## config.mk

```make
export PLATFORM = sky130hd
export DESIGN_NAME = segmented_stack_with_pop_at_unit
export DESIGN_NICKNAME = d
export VERILOG_FILES = /design/src/rtl/ssp_pkg.sv /design/src/rtl/ssp_ctrl.sv /design/src/rtl/ssp_dpath.sv /design/src/rtl/segmented_stack_with_pop_at_unit.sv
export SDC_FILE = /design/constraint.sdc
export NUM_CORES = 2
export LEC_CHECK = 0
export BUFFER_PORTS_ARGS = -buffer_cell sky130_fd_sc_hd__clkbuf_2
export CORE_MARGIN = 1.5
export CORE_UTILIZATION = 55
export CTS_CLUSTER_DIAMETER = 80
export DETAILED_ROUTE_END_ITERATION = 12
export GPL_TIMING_DRIVEN = 0
export PLACE_DENSITY = 0.74
export SYNTH_ARGS = -nofsm -noshare
export SYNTH_HDL_FRONTEND = slang
export SYNTH_SLANG_ARGS = --single-unit
```

## constraint.sdc

```tcl
create_clock -name clock -period 5.9 [get_ports clock]
set_clock_uncertainty 0.2 [all_clocks]
set_input_delay 1.77 -clock clock [delete_from_list [all_inputs] [get_ports clock]]
set_output_delay 1.77 -clock clock [all_outputs]
set_load 0.02 [all_outputs]
```

## src/rtl/ssp_pkg.sv

```systemverilog
// shared types and constants for the segmented stack with pop-at unit
// no dependencies
package ssp_pkg;

   localparam int OP_W       = 2;
   localparam int VALUE_W    = 32;
   localparam int SIDX_W     = 3;
   localparam int REQ_DATA_W = 40;
   localparam int RSP_DATA_W = 40;

   typedef enum logic [OP_W-1:0] {
      OP_PUSH   = 2'd0,
      OP_POP    = 2'd1,
      OP_POP_AT = 2'd2,
      OP_QUERY  = 2'd3
   } op_type;

   typedef enum logic [2:0] {
      ST_IDLE,
      ST_EXEC,
      ST_SETTLE,
      ST_READ,
      ST_SEND
   } state_type;

   typedef struct packed {
      logic load;
      logic exec;
      logic settle;
      logic read;
   } cmd_type;

endpackage

```

## src/rtl/ssp_ctrl.sv

```systemverilog
// sequencer for the segmented stack: load, execute, settle, read, send
// depends on ssp_pkg
module ssp_ctrl (
   input  logic            clock,
   input  logic            reset,
   input  logic            req_tvalid,
   output logic            req_tready,
   output logic            rsp_tvalid,
   input  logic            rsp_tready,
   output ssp_pkg::cmd_type cmd
);
   import ssp_pkg::*;

   state_type state_ff;
   state_type state_in;

   always_ff @(posedge clock) begin
      if (reset) begin
         state_ff <= ST_IDLE;
      end else begin
         state_ff <= state_in;
      end
   end

   always_comb begin
      state_in   = state_ff;
      cmd        = '0;
      req_tready = 1'b0;
      rsp_tvalid = 1'b0;
      unique case (state_ff)
         ST_IDLE: begin
            req_tready = 1'b1;
            if (req_tvalid) begin
               cmd.load = 1'b1;
               state_in = ST_EXEC;
            end
         end
         ST_EXEC: begin
            cmd.exec = 1'b1;
            state_in = ST_SETTLE;
         end
         ST_SETTLE: begin
            cmd.settle = 1'b1;
            state_in   = ST_READ;
         end
         ST_READ: begin
            cmd.read = 1'b1;
            state_in = ST_SEND;
         end
         ST_SEND: begin
            rsp_tvalid = 1'b1;
            if (rsp_tready) begin
               state_in = ST_IDLE;
            end
         end
         default: begin
            state_in = ST_IDLE;
         end
      endcase
   end

endmodule

```

## src/rtl/ssp_dpath.sv

```systemverilog
// datapath: substack counts, current pointer, word memory and result registers
// depends on ssp_pkg
module ssp_dpath #(
   parameter int NUM_STACKS  = 8,
   parameter int STACK_DEPTH = 8
) (
   input  logic                               clock,
   input  logic                               reset,
   input  ssp_pkg::cmd_type                   cmd,
   input  ssp_pkg::op_type                    op,
   input  logic signed [ssp_pkg::VALUE_W-1:0] value,
   input  logic [ssp_pkg::SIDX_W-1:0]         stack_index,
   output logic                               accepted,
   output logic signed [ssp_pkg::VALUE_W-1:0] top_value,
   output logic                               top_valid,
   output logic                               is_empty,
   output logic                               is_full
);
   import ssp_pkg::*;

   localparam int IDX_W  = (NUM_STACKS > 1) ? $clog2(NUM_STACKS) : 1;
   localparam int CNT_W  = $clog2(STACK_DEPTH + 1);
   localparam int WORDS  = NUM_STACKS * STACK_DEPTH;
   localparam int ADDR_W = (WORDS > 1) ? $clog2(WORDS) : 1;
   localparam logic [IDX_W-1:0] LAST_IDX = IDX_W'(NUM_STACKS - 1);
   localparam logic [CNT_W-1:0] FULL_CNT = CNT_W'(STACK_DEPTH);

   op_type                     op_ff;
   logic signed [VALUE_W-1:0]  value_ff;
   logic [SIDX_W-1:0]          sidx_ff;
   logic [CNT_W-1:0]           counts_ff [NUM_STACKS];
   logic [CNT_W-1:0]           counts_in [NUM_STACKS];
   logic [IDX_W-1:0]           cur_ff;
   logic [IDX_W-1:0]           cur_in;
   logic                       drained_ff;
   logic                       drained_in;
   logic                       acc_ff;
   logic                       acc_in;
   logic signed [VALUE_W-1:0]  rd_ff;
   logic                       valid_ff;
   logic                       full_ff;
   logic signed [VALUE_W-1:0]  mem [WORDS];

   logic [IDX_W-1:0]  push_base;
   logic              base_full;
   logic [IDX_W-1:0]  push_cur;
   logic [CNT_W-1:0]  push_cnt;
   logic              push_ok;
   logic [ADDR_W-1:0] push_addr;
   logic              pop_ok;
   logic              pa_in_range;
   logic [IDX_W-1:0]  pa_idx;
   logic              pa_ok;
   logic              found;
   logic [IDX_W-1:0]  hi_idx;
   logic [ADDR_W-1:0] top_addr;
   logic              mem_we;

   // input item latch
   always_ff @(posedge clock) begin
      if (cmd.load) begin
         op_ff    <= op;
         value_ff <= value;
         sidx_ff  <= stack_index;
      end
   end

   // push target, pop and pop-at checks
   always_comb begin
      push_base   = drained_ff ? '0 : cur_ff;
      base_full   = (counts_ff[push_base] == FULL_CNT);
      push_cur    = (base_full && (push_base != LAST_IDX)) ? push_base + 1'b1 : push_base;
      push_cnt    = counts_ff[push_cur];
      push_ok     = (push_cnt != FULL_CNT);
      push_addr   = ADDR_W'(int'(push_cur) * STACK_DEPTH + int'(push_cnt));
      pop_ok      = !drained_ff && (counts_ff[cur_ff] != '0);
      pa_in_range = (32'(sidx_ff) < NUM_STACKS);
      pa_idx      = IDX_W'(sidx_ff);
      pa_ok       = pa_in_range && (counts_ff[pa_idx] != '0);
      mem_we      = cmd.exec && (op_ff == OP_PUSH) && push_ok;
   end

   // highest nonempty substack at or below the pointer
   always_comb begin
      found  = 1'b0;
      hi_idx = '0;
      for (int i = 0; i < NUM_STACKS; i++) begin
         if ((counts_ff[i] != '0) && (IDX_W'(i) <= cur_ff)) begin
            found  = 1'b1;
            hi_idx = IDX_W'(i);
         end
      end
   end

   always_comb begin
      counts_in  = counts_ff;
      cur_in     = cur_ff;
      drained_in = drained_ff;
      acc_in     = acc_ff;
      if (cmd.exec) begin
         acc_in = 1'b0;
         case (op_ff)
            OP_PUSH: begin
               drained_in = 1'b0;
               cur_in     = push_cur;
               acc_in     = push_ok;
               if (push_ok) begin
                  counts_in[push_cur] = push_cnt + 1'b1;
               end
            end
            OP_POP: begin
               acc_in = pop_ok;
               if (pop_ok) begin
                  counts_in[cur_ff] = counts_ff[cur_ff] - 1'b1;
               end
            end
            OP_POP_AT: begin
               acc_in = pa_ok;
               if (pa_ok) begin
                  counts_in[pa_idx] = counts_ff[pa_idx] - 1'b1;
               end
            end
            default: begin
            end
         endcase
      end
      if (cmd.settle && !drained_ff) begin
         if (found) begin
            cur_in = hi_idx;
         end else begin
            cur_in     = '0;
            drained_in = 1'b1;
         end
      end
   end

   always_ff @(posedge clock) begin
      if (reset) begin
         for (int i = 0; i < NUM_STACKS; i++) begin
            counts_ff[i] <= '0;
         end
         cur_ff     <= '0;
         drained_ff <= 1'b0;
      end else begin
         counts_ff  <= counts_in;
         cur_ff     <= cur_in;
         drained_ff <= drained_in;
      end
   end

   always_ff @(posedge clock) begin
      acc_ff <= acc_in;
   end

   // word memory
   assign top_addr = ADDR_W'(int'(cur_ff) * STACK_DEPTH + int'(counts_ff[cur_ff]) - 1);

   always_ff @(posedge clock) begin
      if (mem_we) begin
         mem[push_addr] <= value_ff;
      end
   end

   always_ff @(posedge clock) begin
      if (cmd.read) begin
         rd_ff <= mem[top_addr];
      end
   end

   always_ff @(posedge clock) begin
      if (cmd.read) begin
         valid_ff <= !drained_ff;
         full_ff  <= !drained_ff && (cur_ff == LAST_IDX) && (counts_ff[cur_ff] == FULL_CNT);
      end
   end

   assign accepted  = acc_ff;
   assign top_value = valid_ff ? rd_ff : '0;
   assign top_valid = valid_ff;
   assign is_empty  = !valid_ff;
   assign is_full   = full_ff;

endmodule

```

## src/rtl/segmented_stack_with_pop_at_unit.sv

```systemverilog
// top level of the segmented stack with pop-at unit
// depends on ssp_pkg, ssp_ctrl and ssp_dpath
//
//   channel | ports                        | carries
//   req     | req_tvalid/tready/tdata[39:0] | op, value, stack_index
//   rsp     | rsp_tvalid/tready/tdata[39:0] | accepted, top_value, flags
//
// one item at a time: accept, execute, settle pointer, memory read, send
// the word memory read port and the settle step each have a state of their own
// synchronous reset clears all counts, the pointer and the drained flag
// req_tready stays low until the previous result has been taken
module segmented_stack_with_pop_at_unit #(
   parameter int NUM_STACKS  = 8,
   parameter int STACK_DEPTH = 8
) (
   input  logic                             clock,
   input  logic                             reset,
   input  logic                             req_tvalid,
   output logic                             req_tready,
   // op[1:0], value[33:2], stack_index[36:34], zero pad
   input  logic [ssp_pkg::REQ_DATA_W-1:0]   req_tdata,
   output logic                             rsp_tvalid,
   input  logic                             rsp_tready,
   // accepted[0], top_value[32:1], top_valid[33], is_empty[34], is_full[35], zero pad
   output logic [ssp_pkg::RSP_DATA_W-1:0]   rsp_tdata
);
   import ssp_pkg::*;

   cmd_type                   cmd;
   op_type                    req_op;
   logic signed [VALUE_W-1:0] req_value;
   logic [SIDX_W-1:0]         req_sidx;
   logic                      rsp_accepted;
   logic signed [VALUE_W-1:0] rsp_top_value;
   logic                      rsp_top_valid;
   logic                      rsp_is_empty;
   logic                      rsp_is_full;

   assign req_op    = op_type'(req_tdata[OP_W-1:0]);
   assign req_value = req_tdata[OP_W+VALUE_W-1:OP_W];
   assign req_sidx  = req_tdata[OP_W+VALUE_W+SIDX_W-1:OP_W+VALUE_W];

   ssp_ctrl u_ctrl (
      .clock      (clock),
      .reset      (reset),
      .req_tvalid (req_tvalid),
      .req_tready (req_tready),
      .rsp_tvalid (rsp_tvalid),
      .rsp_tready (rsp_tready),
      .cmd        (cmd)
   );

   ssp_dpath #(
      .NUM_STACKS  (NUM_STACKS),
      .STACK_DEPTH (STACK_DEPTH)
   ) u_dpath (
      .clock       (clock),
      .reset       (reset),
      .cmd         (cmd),
      .op          (req_op),
      .value       (req_value),
      .stack_index (req_sidx),
      .accepted    (rsp_accepted),
      .top_value   (rsp_top_value),
      .top_valid   (rsp_top_valid),
      .is_empty    (rsp_is_empty),
      .is_full     (rsp_is_full)
   );

   assign rsp_tdata = {4'd0, rsp_is_full, rsp_is_empty, rsp_top_valid,
                       rsp_top_value, rsp_accepted};

endmodule
```

Word level (Yosys, flattened, before mapping)
Memories as Yosys holds them, arrays and structs flattened. A register that Yosys moved wholly into a read port is not among the register bits.
Index checks and enable logic that the tools add are counted.

word-level totals
  input port bits = 44
  bits in writable memories = 2048
  bits in registers = 79
  output and inout bits = 42
  memories = 1

memories
  memory       depth  width  rd ports  clocked after Yosys merged registers in  wr ports  RTL line         text
  u_dpath.mem  64     32     1         1                                        1         ssp_dpath.sv:42  logic signed [VALUE_W-1:0] mem [WORDS];

operators by class
  bitwise logic cells = 4
  muxes and demuxes = 64
  equal/unequal tests = 16
  reduce and logical (&&, ||, !) cells = 38
  add/sub/neg operators = 7
  $lt $le $gt $ge = 15

operators by type and width
  kind                 count
  $mux 32              4
  $bwmux 32            3
  $pmux 32 s3          1
  $bmux 4 s3           4
  $mux 4               11
  $reduce_bool 4->1    10
  $demux 4 s3          3
  $mux 3               12
  $mux 1               22
  $logic_and 1x1->1    18
  $ge 4x4->1 const B   4
  $not 3->4            4
  $pmux 3 s5           1
  $add 6x4->6          2
  $le 3x3->1 const A   4
  $lt 4x1->1 const B   3
  $eq 4x4->1 const B   2
  $sub 4x1->4 const B  2
  $eq 3x2->1 const B   2
  $eq 3x3->1 const B   2
  $le 1x3->1 const A   2
  $le 2x3->1 const A   2
  $ne 2x1->1 const B   3
  $sub 6x2->6 const B  1
  other kinds (17)     22

Logic depth before layout (Yosys ltp)
  depth after elaboration = 16
  depth in mapped cells = 21
  mapped depth without buffers = 18

Modules after synthesis
A second synthesis with hierarchy kept.

second synthesis, totals
  cell total of the unflattened synthesis = 4318
  area, all modules = 85425.7 um^2

modules (own cells, without submodules)
  module                            area each (um^2)  sequential area each (um^2)  cells each  instances
  ssp_dpath                         85190.5           64381.7                      4292        1
  ssp_ctrl                          171.4             60.1                         17          1
  segmented_stack_with_pop_at_unit  63.8              0.0                          9           1

Worst setup path after synthesis
No wires, ideal clock.

  path type = reg2reg
  start point = reg u_dpath.drained_ff
  end point = mem u_dpath.mem[24][0], enable pin
  cell stages (with the launch flop) = 20
  period minus slack after synthesis = 5.841 ns
  library setup time = 0.421 ns
  path buffers = 4
  slack = 0.059 ns
  arrival = 5.219 ns
  path through = dfxtp_1 > nand2b_4 > inv_4 > clkbuf_1 > ha_1 > ha_1 > clkbuf_1 > o31ai_1 > o221ai_2 > buf_6 > nor2b_1 > mux2_1 > nand2_1 > nand2_1 > clkbuf_1 > ha_1 > nand2_1 > nor3b_2 > nand3_1 > nor2_1

on the way
  word-level cells in the longest chain between the ends = 16

RTL lines
  element                                                              RTL line          text
  start, declared                                                      ssp_dpath.sv:35   logic drained_ff;
  start signal, assigned                                               ssp_dpath.sv:147  drained_ff <= drained_in;
  $mux 3 (*)                                                           ssp_dpath.sv:70   push_base = drained_ff ? '0 : cur_ff;
  $not 3->4 (not written as such)                                      ssp_dpath.sv:71   base_full = (counts_ff[push_base] == FULL_CNT);
  $bmux 4 s3                                                           ssp_dpath.sv:71
  $mux 4 (not written as such) (2 in series)                           ssp_dpath.sv:71
  $eq 4x4->1                                                           ssp_dpath.sv:71
  $logic_and 1x1->1                                                    ssp_dpath.sv:72   push_cur = (base_full && (push_base != LAST_IDX)) ? push_base + 1'b1 : push_base;
  $mux 3 (*)                                                           ssp_dpath.sv:72
  parallel branches: the longest is 8 deep, another holds $add 6x4->6  --
  end, declared                                                        ssp_dpath.sv:42

Every way passes the cells marked *. The select of a mux whose other input is x is not followed.

Final worst setup path
  start point = reg u_dpath.cur_ff[0]
  end point = reg u_dpath.rd_ff[6] (read register of u_dpath.mem), data pin

on the way
  word-level cells in the longest chain between the ends = 6

RTL lines
  element                                     RTL line          text
  start, declared                             ssp_dpath.sv:33   logic [IDX_W-1:0] cur_ff;
  start signal, assigned                      ssp_dpath.sv:146  cur_ff <= cur_in;
  $not 3->4 (not written as such)             ssp_dpath.sv:156  assign top_addr = ADDR_W'(int'(cur_ff) * STACK_DEPTH + int'(counts_ff[cur_ff]) - 1);
  $bmux 4 s3                                  ssp_dpath.sv:156
  $mux 4 (not written as such) (2 in series)  ssp_dpath.sv:156
  $add 6x4->6 (*)                             ssp_dpath.sv:156
  $sub 6x2->6 (*)                             ssp_dpath.sv:156
  end, declared                               ssp_dpath.sv:39   logic signed [VALUE_W-1:0] rd_ff;

Mark *: on every way between the ends. The rest lies on a longest branch, timed or not. The select of a mux whose other input is x is not followed.
A chain may end at the register's enable or synchronous reset.

==> reports/metrics.csv <==
stage,metric,value,unit
layout,Area growth syn-to-layout,16.7,%
grt,vias in the first global route,46200,
cts,H-tree depth reported by CTS,4,
timing,minimum clock period,5.98,ns
grt,GRT Overall Usage,0.334,
cts,Root Driver,clkbuf_16,
pwr,Pwr Density,400,nW/um2
timing,# setup viols final,7,
detailed_routing,drt first-iter violations,8569,
logic_synthesis,Synth async-reset ratio,0,
timing,max-slew violation count,0,
logic_synthesis,Mapped Cells,3830,
outcome,status,finished with violations,
logic_synthesis,commonest register cell after synthesis,edfxtp_1,
floorplanning,Initial Util,0.553,
critical_path,launch point of the worst reg-to-reg path,u_dpath.cur_ff[0],
hold_path,Hold Crit Class,flip-flop to flip-flop,
detailed_routing,vias per inst,7.17,
logic_synthesis,syn avg cell area,22.3,um2
hold_path,min-delay src,u_ctrl.state_ff[2],
pwr,P_leak,31.7,nW
cts,CTS sink count,2159,
timing,final setup margin,-0.0755,ns
layout,layout cell share with drive strength beyond 1,0.347,
critical_path,worst setup path class,flip-flop to flip-flop,
grt,largest net degree at the start of global routing,40,
pwr,Reg power frac,0.436,
critical_path,Critical Path Sink Type,flip-flop,
outcome,failing checks,setup timing,
placed_design,Place WS,-2.62,ns
critical_path,crit path DAT,6.36,ns
cts,"CTS clk-pin slew, worst paths",0.06,ns
logic_synthesis,library cells used by synthesis,96,
logic_synthesis,Post-synth EDFFs,2120,
cts,"Clk Latency, worst-skew pair",0.85,ns
layout,Final Non-Filler Cells,6579,
hold_path,Hold EP,u_ctrl.state_ff[1],
timing,Slew HR,0.0344,
pwr,total power,39.8,mW
floorplanning,total die area,157000,um2
layout,Final Net Count,4427,
pwr,power share of the combinational group,0.233,
logic_synthesis,synthesized area,85300,um2
cts,hold_buf cts,0,
logic_synthesis,sequential share of the synthesized area,0.756,
timing,Fin Setup TNS,-0.267,ns
placed_design,DP Wirelength,151000,um
detailed_routing,DRC,0,
timing,Worst Tran Pin Value,1.45,ns
timing,Final Hold Violating Endpoints,0,
grt,first-pass GRT wire length,361000,um
critical_path,Critical Path Start Type,flip-flop,
flow_run,max cap viols,0,
critical_path,Critical Path RT,6.29,ns
pwr,Int Power,27.9,mW
floorplanning,num ports,86,
detailed_routing,DR vias,47200,
detailed_routing,Total Wirelength,262000,um
timing,f_max,0.167,GHz
hold_path,hold path cells,1,
pwr,Clk network pwr share,0.331,
timing,Tcrit/Tclk final,1.01,
grt,initial antenna violation count,15,
floorplanning,die height,397,um
layout,"commonest cells after routing, fill and taps aside","2,120 x edfxtp_1, 672 x mux4_2, 207 x clkbuf_16, 125 x nand2_1, 122 x clkbuf_2",
floorplanning,core area,154000,um2
critical_path,RR Endpoint,u_dpath.rd_ff[6],
placed_design,Cells after DPL,6081,
cts,total CTS buffers,206,
layout,"commonest non-fill, non-tap cell in the layout",edfxtp_1,
detailed_routing,DRT antenna net count,0,
cts,Max clock buf depth,3,
detailed_routing,Routed WL per cell,39.8,um
critical_path,R2R depth,15,
floorplanning,Core Rows,144,
detailed_routing,DRT Pass-1 Iters,6,
critical_path,Worst R2R Setup Slack,-0.08,ns
logic_synthesis,Yosys warning count,0,
pwr,VDD IR max,0.282,mV
floorplanning,die width,397,um
grt,"Remaining Overflow, GRT",0,
layout,"Core Util, Final",0.646,
cts,CTS tree,done,
pwr,Net Sw Power,11.9,mW
placed_design,port bufs,77,
placed_design,Final Wtd Congestion,0.959,
critical_path,Worst Path Max Fanout,10,
logic_synthesis,#FFs+latches synth,2159,
timing,RSZ-0062 raised after global routing,yes,
pwr,switching share of power,0.299,
## timing repair
item / CTS / global route
gates resized for setup: 151 / 35
endpoints found under the setup margin: 2106 / 2081
pin swaps: 52 / 16
buffers inserted: 85 / 32
## worst max-delay path, stage by stage, from the launching register on
cell and delay, ns:
dfxtp_1 0.42, buf_4 0.25, mux4_2 0.54, nand2_1 0.08
and2_1 0.22, clkbuf_4 0.27, buf_6 0.28, buf_6 0.27
inv_2 0.06, ha_1 0.23, a21o_1 0.19, a21oi_1 0.33
xnor2_4 0.33, buf_1 0.92, mux4_2 0.58, mux4_2 0.52
## how the worst max path moves through the flow
stage | from | endpoint | slack, ns | cells after the start
floorplan | u_dpath.drained_ff | u_dpath.mem[24][0] | 0.06 | 19
detailed placement | u_dpath.cur_ff[2] | u_dpath.rd_ff[31] | -2.62 | 17
global placement | u_dpath.drained_ff | u_dpath.mem[26][14] | -3.50 | 20
global route | u_dpath.cur_ff[0] | u_dpath.rd_ff[9] | -0.10 | 15
finish | u_dpath.cur_ff[0] | u_dpath.rd_ff[6] | -0.08 | 15
CTS | u_dpath.drained_ff | u_dpath.mem[37][13] | -0.32 | 17
## sequential cells by signal (all words and copies together), names as in the netlist, 2 cells and up, named ones only
register,count
u_dpath.mem,2048
u_dpath.value_ff,32
u_dpath.pa_idx,3
u_dpath.rd_ff,32
u_dpath.cur_ff,3
u_dpath.op_ff,2
u_ctrl.state_ff,3
## synthesized netlist by cell type, drive strengths merged (8+ instances only)
library cell | n | area, um2
a211oi | 18 | 135
and2 | 39 | 246
ha | 23 | 288
mux4 | 673 | 15200
nor3 | 29 | 145
inv | 46 | 175
o22ai | 8 | 50.1
buf | 71 | 402
nor2 | 124 | 475
nand2 | 137 | 522
nor2b | 18 | 113
a21oi | 38 | 209
a31oi | 16 | 115
xnor2 | 9 | 78.8
o31ai | 8 | 65.1
clkbuf | 142 | 533
edfxtp | 2120 | 63700
a22oi | 9 | 67.6
o21ai | 74 | 370
a221oi | 36 | 353
dfxtp | 39 | 781
nand3 | 17 | 85.1
## routing by layer
| layer | up-vias | share of wire | global-route usage |
|---|---|---|---|
| met5 | - | 0.00044 | 0 |
| met4 | 16 | 0.065 | 0.174 |
| met3 | 941 | 0.13 | 0.0848 |
| met2 | 4532 | 0.46 | 0.512 |
| met1 | 24300 | 0.34 | 0.447 |
| li1 | 17400 | - | - |
## cells by family after synthesis
kind of cell | Yosys count | share of synthesized area
and+or+nand+nor | 405 | 0.0225
muxes | 682 | 0.179
xor gates and xnor gates | 13 | 0.00134
other | 1 | 0.0000440
buffers and inverters | 261 | 0.0131
adders and majority gates | 24 | 0.00361
DFF | 2159 | 0.756
AOI/OAI and AO/OA | 285 | 0.0248
## power groups by stage
stage | clock network [mW] | logic [mW] | registers, mW
3_3_place_gp | 0 | 7.93 | 18.0
2_1_floorplan | 0 | 4.81 | 17.7
4_1_cts | 13.0 | 8.84 | 17.4
6_report | 13.2 | 9.28 | 17.4
5_1_grt | 13.7 | 9.37 | 17.4
3_5_place_dp | 0 | 8.56 | 17.7
## per-stage QoR
stage | cell area (um2) | hold slack, ns
4_1_cts | 99200 | 0.320
6_report | 99500 | 0.317
5_1_grt | 99500 | 0.357
2_1_floorplan | 85300 | 0.272
3_3_place_gp | 88200 | 0.296
3_5_place_dp | 91500 | 0.314
## area by class of cell
type,instances,area (um2)
Antenna cell,7,17.5
Buffer,210,1170
Clock buffer,257,5370
Clock inverter,120,1150
Fill cell,9553,54500
Inverter,48,186
Multi-Input combinational cell,1413,20400
Sequential cell,2159,64400
Tap cell,2044,2560
Timing Repair Buffer,321,4240
Note: power is estimated with default switching activity, not from simulation.
